### src/hdl/rfss_pkg.sv
// Package for the remote frame switch sequencer.
// Holds field widths, switch and mode codes, register defaults and shared types.
// No dependencies.
`default_nettype none

package rfss_pkg;

   // Field widths
   localparam int BYTE_W   = 8;
   localparam int STICK_W  = 11;
   localparam int SWITCH_W = 2;
   localparam int MODE_W   = 2;
   localparam int PAIR_W   = 4;
   localparam int TRIPLE_W = 6;
   localparam int WSTATE_W = 2;
   localparam int POS_W    = 5;
   localparam int RAMP_W   = 16;
   localparam int COUNT_W  = 8;

   // Frame bytes that carry the sticks and switches
   localparam int DECODE_BYTES = 6;

   // History line depth default
   localparam int HISTORY_DEPTH_DEFAULT = 16;

   // Configuration port
   localparam int CSR_INDEX_W = 1;
   localparam int CSR_DATA_W  = RAMP_W;
   localparam logic [CSR_INDEX_W-1:0] CSR_RAMP_FRAMES       = 1'b0;
   localparam logic [CSR_INDEX_W-1:0] CSR_LONG_PRESS_FRAMES = 1'b1;
   localparam logic [RAMP_W-1:0]  RAMP_FRAMES_RESET       = 16'd100;
   localparam logic [COUNT_W-1:0] LONG_PRESS_FRAMES_RESET = 8'd40;

   // Switch positions
   localparam logic [SWITCH_W-1:0] SWITCH_UP   = 2'd1;
   localparam logic [SWITCH_W-1:0] SWITCH_DOWN = 2'd2;
   localparam logic [SWITCH_W-1:0] SWITCH_MID  = 2'd3;

   // Input modes
   localparam logic [MODE_W-1:0] MODE_REMOTE = 2'd0;
   localparam logic [MODE_W-1:0] MODE_AUTO   = 2'd1;
   localparam logic [MODE_W-1:0] MODE_STOP   = 2'd2;

   // Two-step switch gestures
   localparam logic [PAIR_W-1:0] CODE_UP_TO_MID = 4'd7;
   localparam logic [PAIR_W-1:0] CODE_MID_TO_UP = 4'd13;

   // Reported wheel states
   localparam logic [WSTATE_W-1:0] WHEEL_CODE_OFF   = 2'd0;
   localparam logic [WSTATE_W-1:0] WHEEL_CODE_START = 2'd1;
   localparam logic [WSTATE_W-1:0] WHEEL_CODE_ON    = 2'd2;

   // Friction wheel sequencer states
   typedef enum logic [2:0] {
      WHEEL_OFF   = 3'b001,
      WHEEL_START = 3'b010,
      WHEEL_ON    = 3'b100
   } wheel_fsm_type;

   // Unpacked frame contents
   typedef struct packed {
      logic [STICK_W-1:0]  ch0;
      logic [STICK_W-1:0]  ch1;
      logic [STICK_W-1:0]  ch2;
      logic [STICK_W-1:0]  ch3;
      logic [SWITCH_W-1:0] left;
      logic [SWITCH_W-1:0] right;
      logic [MODE_W-1:0]   mode;
   } frame_type;

   // Controls handed to the wheel sequencer
   typedef struct packed {
      logic                step;
      logic [PAIR_W-1:0]   pair;
      logic [SWITCH_W-1:0] left;
   } wheel_ctl_type;

   // Sequencer outputs after the current frame
   typedef struct packed {
      logic [WSTATE_W-1:0] state;
      logic                shoot;
   } wheel_status_type;

endpackage

`default_nettype wire

### src/hdl/rfss_req_if.sv
// Input channel of the remote frame switch sequencer: one frame byte per transfer.
// Depends on rfss_pkg.
`default_nettype none

interface rfss_req_if;
   logic                       valid;
   logic                       ready;
   logic [rfss_pkg::BYTE_W-1:0] byte_value;
   logic                       frame_end;
   logic                       work_normal;

   modport source (output valid, output byte_value, output frame_end, output work_normal,
                   input ready);
   modport sink   (input valid, input byte_value, input frame_end, input work_normal,
                   output ready);
endinterface

`default_nettype wire

### src/hdl/rfss_rsp_if.sv
// Result channel of the remote frame switch sequencer: one decoded frame per transfer.
// Depends on rfss_pkg.
`default_nettype none

interface rfss_rsp_if;
   logic                           valid;
   logic                           ready;
   logic [rfss_pkg::STICK_W-1:0]   stick_ch0;
   logic [rfss_pkg::STICK_W-1:0]   stick_ch1;
   logic [rfss_pkg::STICK_W-1:0]   stick_ch2;
   logic [rfss_pkg::STICK_W-1:0]   stick_ch3;
   logic [rfss_pkg::SWITCH_W-1:0]  switch_left;
   logic [rfss_pkg::SWITCH_W-1:0]  switch_right;
   logic [rfss_pkg::MODE_W-1:0]    input_mode;
   logic [rfss_pkg::PAIR_W-1:0]    pair_code;
   logic [rfss_pkg::TRIPLE_W-1:0]  triple_code;
   logic [rfss_pkg::SWITCH_W-1:0]  long_switch;
   logic [rfss_pkg::WSTATE_W-1:0]  wheel_state;
   logic                           shooting;

   modport source (output valid, output stick_ch0, output stick_ch1, output stick_ch2,
                   output stick_ch3, output switch_left, output switch_right,
                   output input_mode, output pair_code, output triple_code,
                   output long_switch, output wheel_state, output shooting,
                   input ready);
   modport sink   (input valid, input stick_ch0, input stick_ch1, input stick_ch2,
                   input stick_ch3, input switch_left, input switch_right,
                   input input_mode, input pair_code, input triple_code,
                   input long_switch, input wheel_state, input shooting,
                   output ready);
endinterface

`default_nettype wire

### src/hdl/remote_frame_switch_sequencer.sv
// Remote frame switch sequencer top level: byte capture, switch history, long press,
// result register. Depends on rfss_pkg, rfss_req_if, rfss_rsp_if, rfss_decode, rfss_wheel.
//
//   Channel  Dir  Handshake            Moves
//   req_bus  in   valid/ready          one frame byte, last-byte mark, work flag
//   rsp_bus  out  valid/ready          decoded frame, switch codes, wheel status
//   csr_*    in   csr_write_enable     ramp_frames (index 0), long_press_frames (index 1)
//
// One byte per cycle. A frame's result is registered and shows in the cycle after its last byte transfers.
// The result register sets the rate: a byte is taken whenever that register is empty
// or is being drained in the same cycle, so rsp_bus stalls hold req_bus back.
// Synchronous reset clears control state, the history line and the wheel sequencer.
`default_nettype none

module remote_frame_switch_sequencer #(
   parameter int HISTORY_DEPTH = rfss_pkg::HISTORY_DEPTH_DEFAULT
) (
   input  wire logic                                clock,
   input  wire logic                                reset,
   rfss_req_if.sink                                 req_bus,
   rfss_rsp_if.source                               rsp_bus,
   input  wire logic                                csr_write_enable,
   input  wire logic [rfss_pkg::CSR_INDEX_W-1:0]    csr_index,
   input  wire logic [rfss_pkg::CSR_DATA_W-1:0]     csr_write_data
);

   localparam int HIST_TAPS = HISTORY_DEPTH - 1;

   // Configuration registers
   logic [rfss_pkg::RAMP_W-1:0]   ramp_frames_ff;
   logic [rfss_pkg::COUNT_W-1:0]  long_press_ff;

   // Frame capture
   logic [rfss_pkg::POS_W-1:0]    byte_pos_ff, byte_pos_in;
   logic [rfss_pkg::DECODE_BYTES-1:0][rfss_pkg::BYTE_W-1:0] bytes_ff, bytes_in;

   // Switch history as a shift line; tap 0 holds the previous frame's left switch
   logic [HIST_TAPS-1:0][rfss_pkg::SWITCH_W-1:0] hist_ff, hist_in;
   logic                           first_ff;
   logic [rfss_pkg::COUNT_W-1:0]   same_ff, same_in, same_step;
   logic [rfss_pkg::SWITCH_W-1:0]  long_ff, long_in;

   logic                           accept;
   logic                           frame_done;
   rfss_pkg::frame_type            frame;
   logic [rfss_pkg::SWITCH_W-1:0]  prev_left;
   logic [rfss_pkg::PAIR_W-1:0]    pair;
   logic [rfss_pkg::TRIPLE_W-1:0]  triple;
   rfss_pkg::wheel_ctl_type        wheel_ctl;
   rfss_pkg::wheel_status_type     wheel_status;

   // Result register
   logic                           rsp_valid_ff, rsp_valid_in;
   rfss_pkg::frame_type            res_frame_ff;
   logic [rfss_pkg::PAIR_W-1:0]    res_pair_ff;
   logic [rfss_pkg::TRIPLE_W-1:0]  res_triple_ff;
   logic [rfss_pkg::SWITCH_W-1:0]  res_long_ff;
   rfss_pkg::wheel_status_type     res_wheel_ff;

   assign req_bus.ready = !rsp_valid_ff || rsp_bus.ready;
   assign accept        = req_bus.valid && req_bus.ready;
   assign frame_done    = accept && req_bus.frame_end;

   // Configuration writes
   always_ff @(posedge clock) begin
      if (reset) begin
         ramp_frames_ff <= rfss_pkg::RAMP_FRAMES_RESET;
         long_press_ff  <= rfss_pkg::LONG_PRESS_FRAMES_RESET;
      end else if (csr_write_enable) begin
         case (csr_index)
            rfss_pkg::CSR_RAMP_FRAMES:       ramp_frames_ff <= csr_write_data;
            rfss_pkg::CSR_LONG_PRESS_FRAMES:
               long_press_ff <= csr_write_data[rfss_pkg::COUNT_W-1:0];
            default: ;
         endcase
      end
   end

   // Store the incoming byte at its position; the current byte bypasses into the decode
   always_comb begin
      bytes_in = bytes_ff;
      for (int i = 0; i < rfss_pkg::DECODE_BYTES; i++) begin
         if (accept && byte_pos_ff == rfss_pkg::POS_W'(i)) begin
            bytes_in[i] = req_bus.byte_value;
         end
      end
   end

   // Advance the byte position, saturating; clear it at frame end
   always_comb begin
      byte_pos_in = byte_pos_ff;
      if (accept) begin
         if (req_bus.frame_end) begin
            byte_pos_in = '0;
         end else if (byte_pos_ff != '1) begin
            byte_pos_in = byte_pos_ff + 1'b1;
         end
      end
   end

   rfss_decode u_decode (
      .frame_bytes (bytes_in),
      .frame       (frame)
   );

   // Switch codes; the first frame compares against itself
   assign prev_left = first_ff ? frame.left : hist_ff[0];
   assign pair      = {prev_left, frame.left};
   assign triple    = {hist_ff[HIST_TAPS-1], pair};

   // Unchanged-frame count and long-press latch
   assign same_step = (same_ff < long_press_ff) ? same_ff + 1'b1 : same_ff;
   assign same_in   = (prev_left == frame.left) ? same_step : '0;
   assign long_in   = (same_in >= long_press_ff) ? frame.left : long_ff;

   // Shift the left switch into the history line
   always_comb begin
      hist_in[0] = frame.left;
      for (int k = 1; k < HIST_TAPS; k++) begin
         hist_in[k] = hist_ff[k-1];
      end
   end

   always_ff @(posedge clock) begin
      if (reset) begin
         byte_pos_ff <= '0;
         hist_ff     <= '0;
         first_ff    <= 1'b1;
         same_ff     <= '0;
         long_ff     <= '0;
      end else begin
         byte_pos_ff <= byte_pos_in;
         if (frame_done) begin
            hist_ff  <= hist_in;
            first_ff <= 1'b0;
            same_ff  <= same_in;
            long_ff  <= long_in;
         end
      end
   end

   // Frame bytes carry no reset
   always_ff @(posedge clock) begin
      bytes_ff <= bytes_in;
   end

   assign wheel_ctl.step = frame_done && frame.mode == rfss_pkg::MODE_REMOTE
                           && req_bus.work_normal;
   assign wheel_ctl.pair = pair;
   assign wheel_ctl.left = frame.left;

   rfss_wheel u_wheel (
      .clock       (clock),
      .reset       (reset),
      .ctl         (wheel_ctl),
      .ramp_frames (ramp_frames_ff),
      .status      (wheel_status)
   );

   // Load a result on frame end; drop valid once the transfer completes
   always_comb begin
      rsp_valid_in = rsp_valid_ff;
      if (frame_done) begin
         rsp_valid_in = 1'b1;
      end else if (rsp_bus.ready) begin
         rsp_valid_in = 1'b0;
      end
   end

   always_ff @(posedge clock) begin
      if (reset) begin
         rsp_valid_ff <= 1'b0;
      end else begin
         rsp_valid_ff <= rsp_valid_in;
      end
   end

   always_ff @(posedge clock) begin
      if (frame_done) begin
         res_frame_ff  <= frame;
         res_pair_ff   <= pair;
         res_triple_ff <= triple;
         res_long_ff   <= long_in;
         res_wheel_ff  <= wheel_status;
      end
   end

   assign rsp_bus.valid        = rsp_valid_ff;
   assign rsp_bus.stick_ch0    = res_frame_ff.ch0;
   assign rsp_bus.stick_ch1    = res_frame_ff.ch1;
   assign rsp_bus.stick_ch2    = res_frame_ff.ch2;
   assign rsp_bus.stick_ch3    = res_frame_ff.ch3;
   assign rsp_bus.switch_left  = res_frame_ff.left;
   assign rsp_bus.switch_right = res_frame_ff.right;
   assign rsp_bus.input_mode   = res_frame_ff.mode;
   assign rsp_bus.pair_code    = res_pair_ff;
   assign rsp_bus.triple_code  = res_triple_ff;
   assign rsp_bus.long_switch  = res_long_ff;
   assign rsp_bus.wheel_state  = res_wheel_ff.state;
   assign rsp_bus.shooting     = res_wheel_ff.shoot;

endmodule

`default_nettype wire

### src/hdl/rfss_decode.sv
// Frame unpacker: sticks, switches and input mode from frame bytes 0..5.
// Depends on rfss_pkg.
`default_nettype none

module rfss_decode (
   input  wire logic [rfss_pkg::DECODE_BYTES-1:0][rfss_pkg::BYTE_W-1:0] frame_bytes,
   output rfss_pkg::frame_type                                          frame
);

   logic [rfss_pkg::BYTE_W-1:0] p0, p1, p2, p3, p4, p5;

   assign p0 = frame_bytes[0];
   assign p1 = frame_bytes[1];
   assign p2 = frame_bytes[2];
   assign p3 = frame_bytes[3];
   assign p4 = frame_bytes[4];
   assign p5 = frame_bytes[5];

   // Unpack the 11-bit channels, little-endian bit stream
   always_comb begin
      frame.ch0   = {p1[2:0], p0};
      frame.ch1   = {p2[5:0], p1[7:3]};
      frame.ch2   = {p4[0], p3, p2[7:6]};
      frame.ch3   = {p5[3:0], p4[7:1]};
      frame.left  = p5[7:6];
      frame.right = p5[5:4];
      // Right switch selects the input mode
      case (p5[5:4])
         rfss_pkg::SWITCH_UP:  frame.mode = rfss_pkg::MODE_REMOTE;
         rfss_pkg::SWITCH_MID: frame.mode = rfss_pkg::MODE_AUTO;
         default:              frame.mode = rfss_pkg::MODE_STOP;
      endcase
   end

endmodule

`default_nettype wire

### src/hdl/rfss_wheel.sv
// Friction wheel sequencer: off, starting with a ramp count, on with shoot control.
// Depends on rfss_pkg. Outputs give the state after the current frame.
`default_nettype none

module rfss_wheel (
   input  wire logic                           clock,
   input  wire logic                           reset,
   input  wire rfss_pkg::wheel_ctl_type        ctl,
   input  wire logic [rfss_pkg::RAMP_W-1:0]    ramp_frames,
   output rfss_pkg::wheel_status_type          status
);

   rfss_pkg::wheel_fsm_type      wheel_ff, wheel_in;
   logic                         shoot_ff, shoot_in;
   logic [rfss_pkg::RAMP_W-1:0]  ramp_ff, ramp_in;
   logic [rfss_pkg::RAMP_W-1:0]  ramp_step;

   // Ramp increments, saturating at the configured frame count
   assign ramp_step = (ramp_ff < ramp_frames) ? ramp_ff + 1'b1 : ramp_ff;

   // Next state; hold everything unless a remote, normal frame steps it
   always_comb begin
      wheel_in = wheel_ff;
      shoot_in = shoot_ff;
      ramp_in  = ramp_ff;
      if (ctl.step) begin
         case (wheel_ff)
            rfss_pkg::WHEEL_START: begin
               if (ctl.pair == rfss_pkg::CODE_MID_TO_UP) begin
                  wheel_in = rfss_pkg::WHEEL_OFF;
                  shoot_in = 1'b0;
                  ramp_in  = '0;
               end else begin
                  ramp_in = ramp_step;
                  if (ramp_step >= ramp_frames) begin
                     wheel_in = rfss_pkg::WHEEL_ON;
                  end
               end
            end
            rfss_pkg::WHEEL_ON: begin
               if (ctl.pair == rfss_pkg::CODE_MID_TO_UP) begin
                  wheel_in = rfss_pkg::WHEEL_OFF;
                  shoot_in = 1'b0;
                  ramp_in  = '0;
               end else begin
                  shoot_in = (ctl.left == rfss_pkg::SWITCH_DOWN);
               end
            end
            default: begin
               if (ctl.pair == rfss_pkg::CODE_UP_TO_MID) begin
                  wheel_in = rfss_pkg::WHEEL_START;
                  shoot_in = 1'b0;
                  ramp_in  = '0;
               end
            end
         endcase
      end
   end

   always_ff @(posedge clock) begin
      if (reset) begin
         wheel_ff <= rfss_pkg::WHEEL_OFF;
         shoot_ff <= 1'b0;
         ramp_ff  <= '0;
      end else begin
         wheel_ff <= wheel_in;
         shoot_ff <= shoot_in;
         ramp_ff  <= ramp_in;
      end
   end

   // Report the updated state as its numeric code
   always_comb begin
      case (wheel_in)
         rfss_pkg::WHEEL_START: status.state = rfss_pkg::WHEEL_CODE_START;
         rfss_pkg::WHEEL_ON:    status.state = rfss_pkg::WHEEL_CODE_ON;
         default:               status.state = rfss_pkg::WHEEL_CODE_OFF;
      endcase
      status.shoot = shoot_in;
   end

endmodule

`default_nettype wire
### src/flat_wrapper.sv
// flat-port wrapper written by rule: the top's interface ports become plain ports
module remote_frame_switch_sequencer_flat 
#(
   parameter int HISTORY_DEPTH = rfss_pkg::HISTORY_DEPTH_DEFAULT
)
  (clock, reset, csr_write_enable, csr_index, csr_write_data, req_bus_valid, req_bus_byte_value, req_bus_frame_end, req_bus_work_normal, req_bus_ready, rsp_bus_valid, rsp_bus_stick_ch0, rsp_bus_stick_ch1, rsp_bus_stick_ch2, rsp_bus_stick_ch3, rsp_bus_switch_left, rsp_bus_switch_right, rsp_bus_input_mode, rsp_bus_pair_code, rsp_bus_triple_code, rsp_bus_long_switch, rsp_bus_wheel_state, rsp_bus_shooting, rsp_bus_ready);
  rfss_req_if req_bus_i ();
  rfss_rsp_if rsp_bus_i ();
  input  wire logic clock;
  input  wire logic reset;
  input  wire logic csr_write_enable;
  input  wire logic [rfss_pkg::CSR_INDEX_W-1:0] csr_index;
  input  wire logic [rfss_pkg::CSR_DATA_W-1:0] csr_write_data;
  input wire logic [$bits(req_bus_i.valid)-1:0] req_bus_valid;
  input wire logic [$bits(req_bus_i.byte_value)-1:0] req_bus_byte_value;
  input wire logic [$bits(req_bus_i.frame_end)-1:0] req_bus_frame_end;
  input wire logic [$bits(req_bus_i.work_normal)-1:0] req_bus_work_normal;
  output wire logic [$bits(req_bus_i.ready)-1:0] req_bus_ready;
  output wire logic [$bits(rsp_bus_i.valid)-1:0] rsp_bus_valid;
  output wire logic [$bits(rsp_bus_i.stick_ch0)-1:0] rsp_bus_stick_ch0;
  output wire logic [$bits(rsp_bus_i.stick_ch1)-1:0] rsp_bus_stick_ch1;
  output wire logic [$bits(rsp_bus_i.stick_ch2)-1:0] rsp_bus_stick_ch2;
  output wire logic [$bits(rsp_bus_i.stick_ch3)-1:0] rsp_bus_stick_ch3;
  output wire logic [$bits(rsp_bus_i.switch_left)-1:0] rsp_bus_switch_left;
  output wire logic [$bits(rsp_bus_i.switch_right)-1:0] rsp_bus_switch_right;
  output wire logic [$bits(rsp_bus_i.input_mode)-1:0] rsp_bus_input_mode;
  output wire logic [$bits(rsp_bus_i.pair_code)-1:0] rsp_bus_pair_code;
  output wire logic [$bits(rsp_bus_i.triple_code)-1:0] rsp_bus_triple_code;
  output wire logic [$bits(rsp_bus_i.long_switch)-1:0] rsp_bus_long_switch;
  output wire logic [$bits(rsp_bus_i.wheel_state)-1:0] rsp_bus_wheel_state;
  output wire logic [$bits(rsp_bus_i.shooting)-1:0] rsp_bus_shooting;
  input wire logic [$bits(rsp_bus_i.ready)-1:0] rsp_bus_ready;
  assign req_bus_i.valid = req_bus_valid;
  assign req_bus_i.byte_value = req_bus_byte_value;
  assign req_bus_i.frame_end = req_bus_frame_end;
  assign req_bus_i.work_normal = req_bus_work_normal;
  assign req_bus_ready = req_bus_i.ready;
  assign rsp_bus_valid = rsp_bus_i.valid;
  assign rsp_bus_stick_ch0 = rsp_bus_i.stick_ch0;
  assign rsp_bus_stick_ch1 = rsp_bus_i.stick_ch1;
  assign rsp_bus_stick_ch2 = rsp_bus_i.stick_ch2;
  assign rsp_bus_stick_ch3 = rsp_bus_i.stick_ch3;
  assign rsp_bus_switch_left = rsp_bus_i.switch_left;
  assign rsp_bus_switch_right = rsp_bus_i.switch_right;
  assign rsp_bus_input_mode = rsp_bus_i.input_mode;
  assign rsp_bus_pair_code = rsp_bus_i.pair_code;
  assign rsp_bus_triple_code = rsp_bus_i.triple_code;
  assign rsp_bus_long_switch = rsp_bus_i.long_switch;
  assign rsp_bus_wheel_state = rsp_bus_i.wheel_state;
  assign rsp_bus_shooting = rsp_bus_i.shooting;
  assign rsp_bus_i.ready = rsp_bus_ready;
  remote_frame_switch_sequencer #(.HISTORY_DEPTH(HISTORY_DEPTH)) u_core (.clock(clock), .reset(reset), .req_bus(req_bus_i), .rsp_bus(rsp_bus_i), .csr_write_enable(csr_write_enable), .csr_index(csr_index), .csr_write_data(csr_write_data));
endmodule
### config.mk
export PLATFORM = sky130hd
export DESIGN_NAME = remote_frame_switch_sequencer_flat
export DESIGN_NICKNAME = d
export VERILOG_FILES = /design/src/hdl/rfss_pkg.sv /design/src/hdl/rfss_req_if.sv /design/src/hdl/rfss_rsp_if.sv /design/src/hdl/remote_frame_switch_sequencer.sv /design/src/hdl/rfss_decode.sv /design/src/hdl/rfss_wheel.sv /design/src/flat_wrapper.sv
export SDC_FILE = /design/constraint.sdc
export NUM_CORES = 1
export LEC_CHECK = 0
export BUFFER_PORTS_ARGS = -buffer_cell sky130_fd_sc_hd__buf_2
export CAP_MARGIN = 20
export CORE_MARGIN = 2
export CORE_UTILIZATION = 50
export DETAILED_ROUTE_END_ITERATION = 16
export PLACE_DENSITY = 0.78
export SKIP_LAST_GASP = 1
export SLEW_MARGIN = 20
export SYNTH_ARGS = -nofsm -noshare
export SYNTH_HDL_FRONTEND = slang
export SYNTH_SLANG_ARGS = --single-unit
### constraint.sdc
create_clock -name clock -period 5.93 [get_ports clock]
set_input_delay 0 -clock clock [delete_from_list [all_inputs] [get_ports clock]]
set_output_delay 0 -clock clock [all_outputs]
set_load 0.05 [all_outputs]
==> metrics.txt <==
status=completed; switching share of power=28.23%; Post-synth EDFFs=59; Cells after Synth=916; Die W=138.0 um; Cells on Worst Hold Path=3; PD cells=288.9 nW/um2; FF+latch area=4554 um2; die height=138.0 um; Root Buffer=clkbuf_16; row count=48; clk sinks=198; die area=19040 um2; I/O pin cnt=99; Final Core Density=60.39%; P_leak=4.203 nW; Post-Place Worst Slack=1.526 ns; area grow syn2layout=17.17%; Placed Instances=1203; startpoint types=flop; area taken by multi-input logic gates=4061 um2; TritonRoute pass-1 iters=5; Avg WL per Cell=15.31 um; Skew-Pair Late Insertion Delay=0.44 ns; syn avg cell area=9.799 um2; RR Endpoint=u_core.rsp_bus.wheel_state[1]; Worst-Margin Slew=1.034 ns; nets@finish=1111; number of DRC markers in iteration 0=506; critical path class=flop to flop; max incr delay on CP=0.83 ns; final antenna-violating net count=0; post-DR vias/cell=5.518; ys async rst share=0%; vias in the first global route=6448; Crit-path slowest cell=and2_1; via count=6975; Net Sw Power=0.8579 mW; CTS max path bufs=2; Synth warnings=0; Slew Limit Fails=0; layout cells sized above 1=18.09%; max cap viols=0; achievable frequency=217.1 MHz; port bufs=98; Final setup viols=0; VDD IR max=0.0002336 V; Mapped Nets=1001; Critical Path Sink Type=flop; setup total negative slack=0 ns; Max FO, Critical Path=27; critical path depth in cells=14; unrepaired setup endpoints after global routing=no; RD Place Congestion=0.8763; Final Cycle Share=77.69%; largest net degree at the start of global routing=69; CP delay by family, top=compound AO/OA/AOI/OAI gates; initial antenna violation count=0; number of library cell types mapped by synthesis=67; Worst EP required=6.17 ns; DRC Markers=0; first-pass GRT wire length=31150 um; CP cell instances=ha_1 > a21oi_1 > a21oi_1 > o31ai_1 > and2_1 > nand3_1 > xnor2_1 > ha_1 > nand4_1 > nor3_1 > o21ai_0 > o211a_1 > o32a_1 > a211oi_1; Total GRT Usage=20.81%; FF-to-FF setup slack=1.32 ns; final worst slack=1.323 ns; # diodes=0; clk_skew=0.007681 ns; HP Start=req_bus_valid; Pwr Total=3.038 mW; total grt overflow=0; Reg-to-Reg Start=u_core.u_wheel.ramp_ff[7]; crit path DAT=4.85 ns; Reg power frac=49.9%; CTS tree=done; sequential share of the synthesized area=50.74%; final hold vios=0; post-CTS setup buffers=0; Initial Util=51.54%; Worst Path Buf+Inv=0; #FFs+latches synth=198; dominant synthesized flop cell=dfxtp_1; HPWL after DPL=12870 um; FILL cells=1418; Worst Hold End=u_core.rsp_bus.valid; Internal=2.181 mW; logic gate share of total power=11.4%; Slew headroom=30.67%; minimum clock period=4.607 ns; Synth Cell Area=8976 um2; post-cts resize count=0; Hold Crit Class=input pin to flop; Worst R2R Path Depth=14; total core area=17420 um2; cts bufs inserted=17; Clk pin slew, worst setup/hold paths=0.07 ns; Post-Layout Cell Count=1264; Total Routed Length=19350 um; H-tree levels=4; clock power share=38.7%
## cells in the final DEF, fill, tap and decap left out, drive strengths merged, types with 10 or more instances in the layout
cell type and instances:
nand2 163, and3 10, nor3 35, ha 53
clkbuf 17, o21ai 15, edfxtp 59, dlygate4sd3 29
nor2 39, dfxtp 139, a31oi 17, xnor2 22
buf 105, nand4 13, a21o 10, nand3 24
a21oi 78, mux2 43, inv 52
## cells in the mapped netlist (all sizes together) (2+ instances only)
master | count | area, um2
nand2b | 7 | 43.79
buf | 20 | 107.6
a211o | 2 | 17.52
a41oi | 4 | 35.03
clkbuf | 23 | 86.33
nor2b | 7 | 43.79
mux2 | 43 | 484.2
a22oi | 3 | 22.52
o2111ai | 2 | 17.52
mux2i | 5 | 50.05
dfxtp | 139 | 2783
or3 | 2 | 12.51
o21ai | 15 | 75.07
a21o | 10 | 75.07
or2 | 3 | 18.77
a211oi | 6 | 45.04
a21oi | 78 | 390.4
nand4 | 13 | 81.33
nor2 | 39 | 146.4
edfxtp | 59 | 1772
inv | 44 | 165.2
a31oi | 17 | 106.4
a311o | 8 | 80.08
o211ai | 8 | 60.06
nand3 | 24 | 120.1
o21a | 2 | 15.01
a32o | 2 | 20.02
nor3 | 35 | 185.2
nor4 | 2 | 12.51
and2 | 7 | 43.79
nand3b | 5 | 37.54
o311ai | 2 | 17.52
ha | 53 | 663.1
xnor2 | 22 | 192.7
a2bb2oi | 2 | 17.52
nand2 | 163 | 611.8
and3 | 10 | 62.56
o31ai | 6 | 45.04
a311oi | 2 | 17.52
## through the flow
stage | hold slack [ns] | instance area [um2]
CTS | 0.006622 | 10520
floorplan | 0.1147 | 8976
global route | 0.03614 | 10520
finish | 0.01890 | 10520
global placement | 0.2462 | 9608
detailed placement | 0.2517 | 9608
## metal layers
layer / part of all wire [%] / global-route usage [%]
met1: 45 / 27.30
met2: 49 / 34.52
met3: 4.5 / 3.765
met4: 1.8 / 7.483
met5: 0 / 0
## how the worst max path moves through the flow
stage / startpoint / endpoint / slack [ns]
floorplan: u_core.rsp_bus.valid / u_core.rsp_bus.input_mode[0] / 2.11
global placement: u_core.u_wheel.ramp_ff[7] / u_core.rsp_bus.wheel_state[0] / 1.64
detailed placement: u_core.u_wheel.ramp_ff[7] / u_core.rsp_bus.wheel_state[1] / 1.53
CTS: u_core.u_wheel.ramp_ff[7] / u_core.rsp_bus.wheel_state[1] / 1.40
global route: u_core.u_wheel.ramp_ff[7] / u_core.rsp_bus.wheel_state[0] / 0.95
finish: u_core.u_wheel.ramp_ff[7] / u_core.rsp_bus.wheel_state[1] / 1.32
## worst reg2reg max path: stages (launching register included)
cell and delay (ns):
dfxtp_1 0.51, ha_1 0.32, a21oi_1 0.15, a21oi_1 0.09, o31ai_1 0.41, and2_1 0.83, nand3_1 0.22, xnor2_1 0.19
ha_1 0.29, nand4_1 0.15, nor3_1 0.24, o21ai_0 0.14, o211a_1 0.26, o32a_1 0.32, a211oi_1 0.29
## sequential cells by signal, summed over array words and instances (netlist names), 2 cells and up
register                     flops
u_core.bytes_ff                 48
u_core.hist_ff                  30
u_core.ramp_frames_ff           16
u_core.u_wheel.ramp_ff          16
u_core.rsp_bus.stick_ch0        11
u_core.rsp_bus.stick_ch1        11
u_core.rsp_bus.stick_ch2        11
u_core.rsp_bus.stick_ch3        11
u_core.long_press_ff             8
u_core.same_ff                   8
u_core.rsp_bus.triple_code       6
u_core.byte_pos_ff               5
u_core.u_wheel.wheel_ff          3
u_core.long_ff                   2
u_core.rsp_bus.input_mode        2
u_core.rsp_bus.long_switch       2
u_core.rsp_bus.switch_right      2
u_core.rsp_bus.wheel_state       2
## cell families after synthesis
kind of cell | share of synthesized area, %
and+or+nand+nor | 16.73
DFF | 50.74
AOI/OAI and AO/OA | 12.91
buffers and inverters | 4.042
adders and majority gates | 7.388
muxes | 5.952
xor gates and xnor gates | 2.244
## area by class of cell
class                           count  area share, %
Clock inverter                     15          1.820
Timing Repair Buffer              134          7.923
Multi-Input combinational cell    630          38.62
Tap cell                          225          2.677
Clock buffer                       17          4.045
Inverter                           45          1.618
Sequential cell                   198          43.30
## power groups by stage
stage                     Sequential [mW]  Clock (mW)  Combinational (mW)
after floorplan                      1.63           0               0.169
after global placement               1.54           0               0.321
final                                1.52        1.18               0.347
after CTS                            1.52        1.20               0.346
after detailed placement             1.55           0               0.328
after global routing                 1.52        1.25               0.376
## timing repair
item / in CTS / in global routing
endpoints found under the setup margin: 0 / 0
hold endpoints to repair: 100 / 0
hold buffers: 29 / 0
Note: power is estimated with default switching activity, not from simulation.
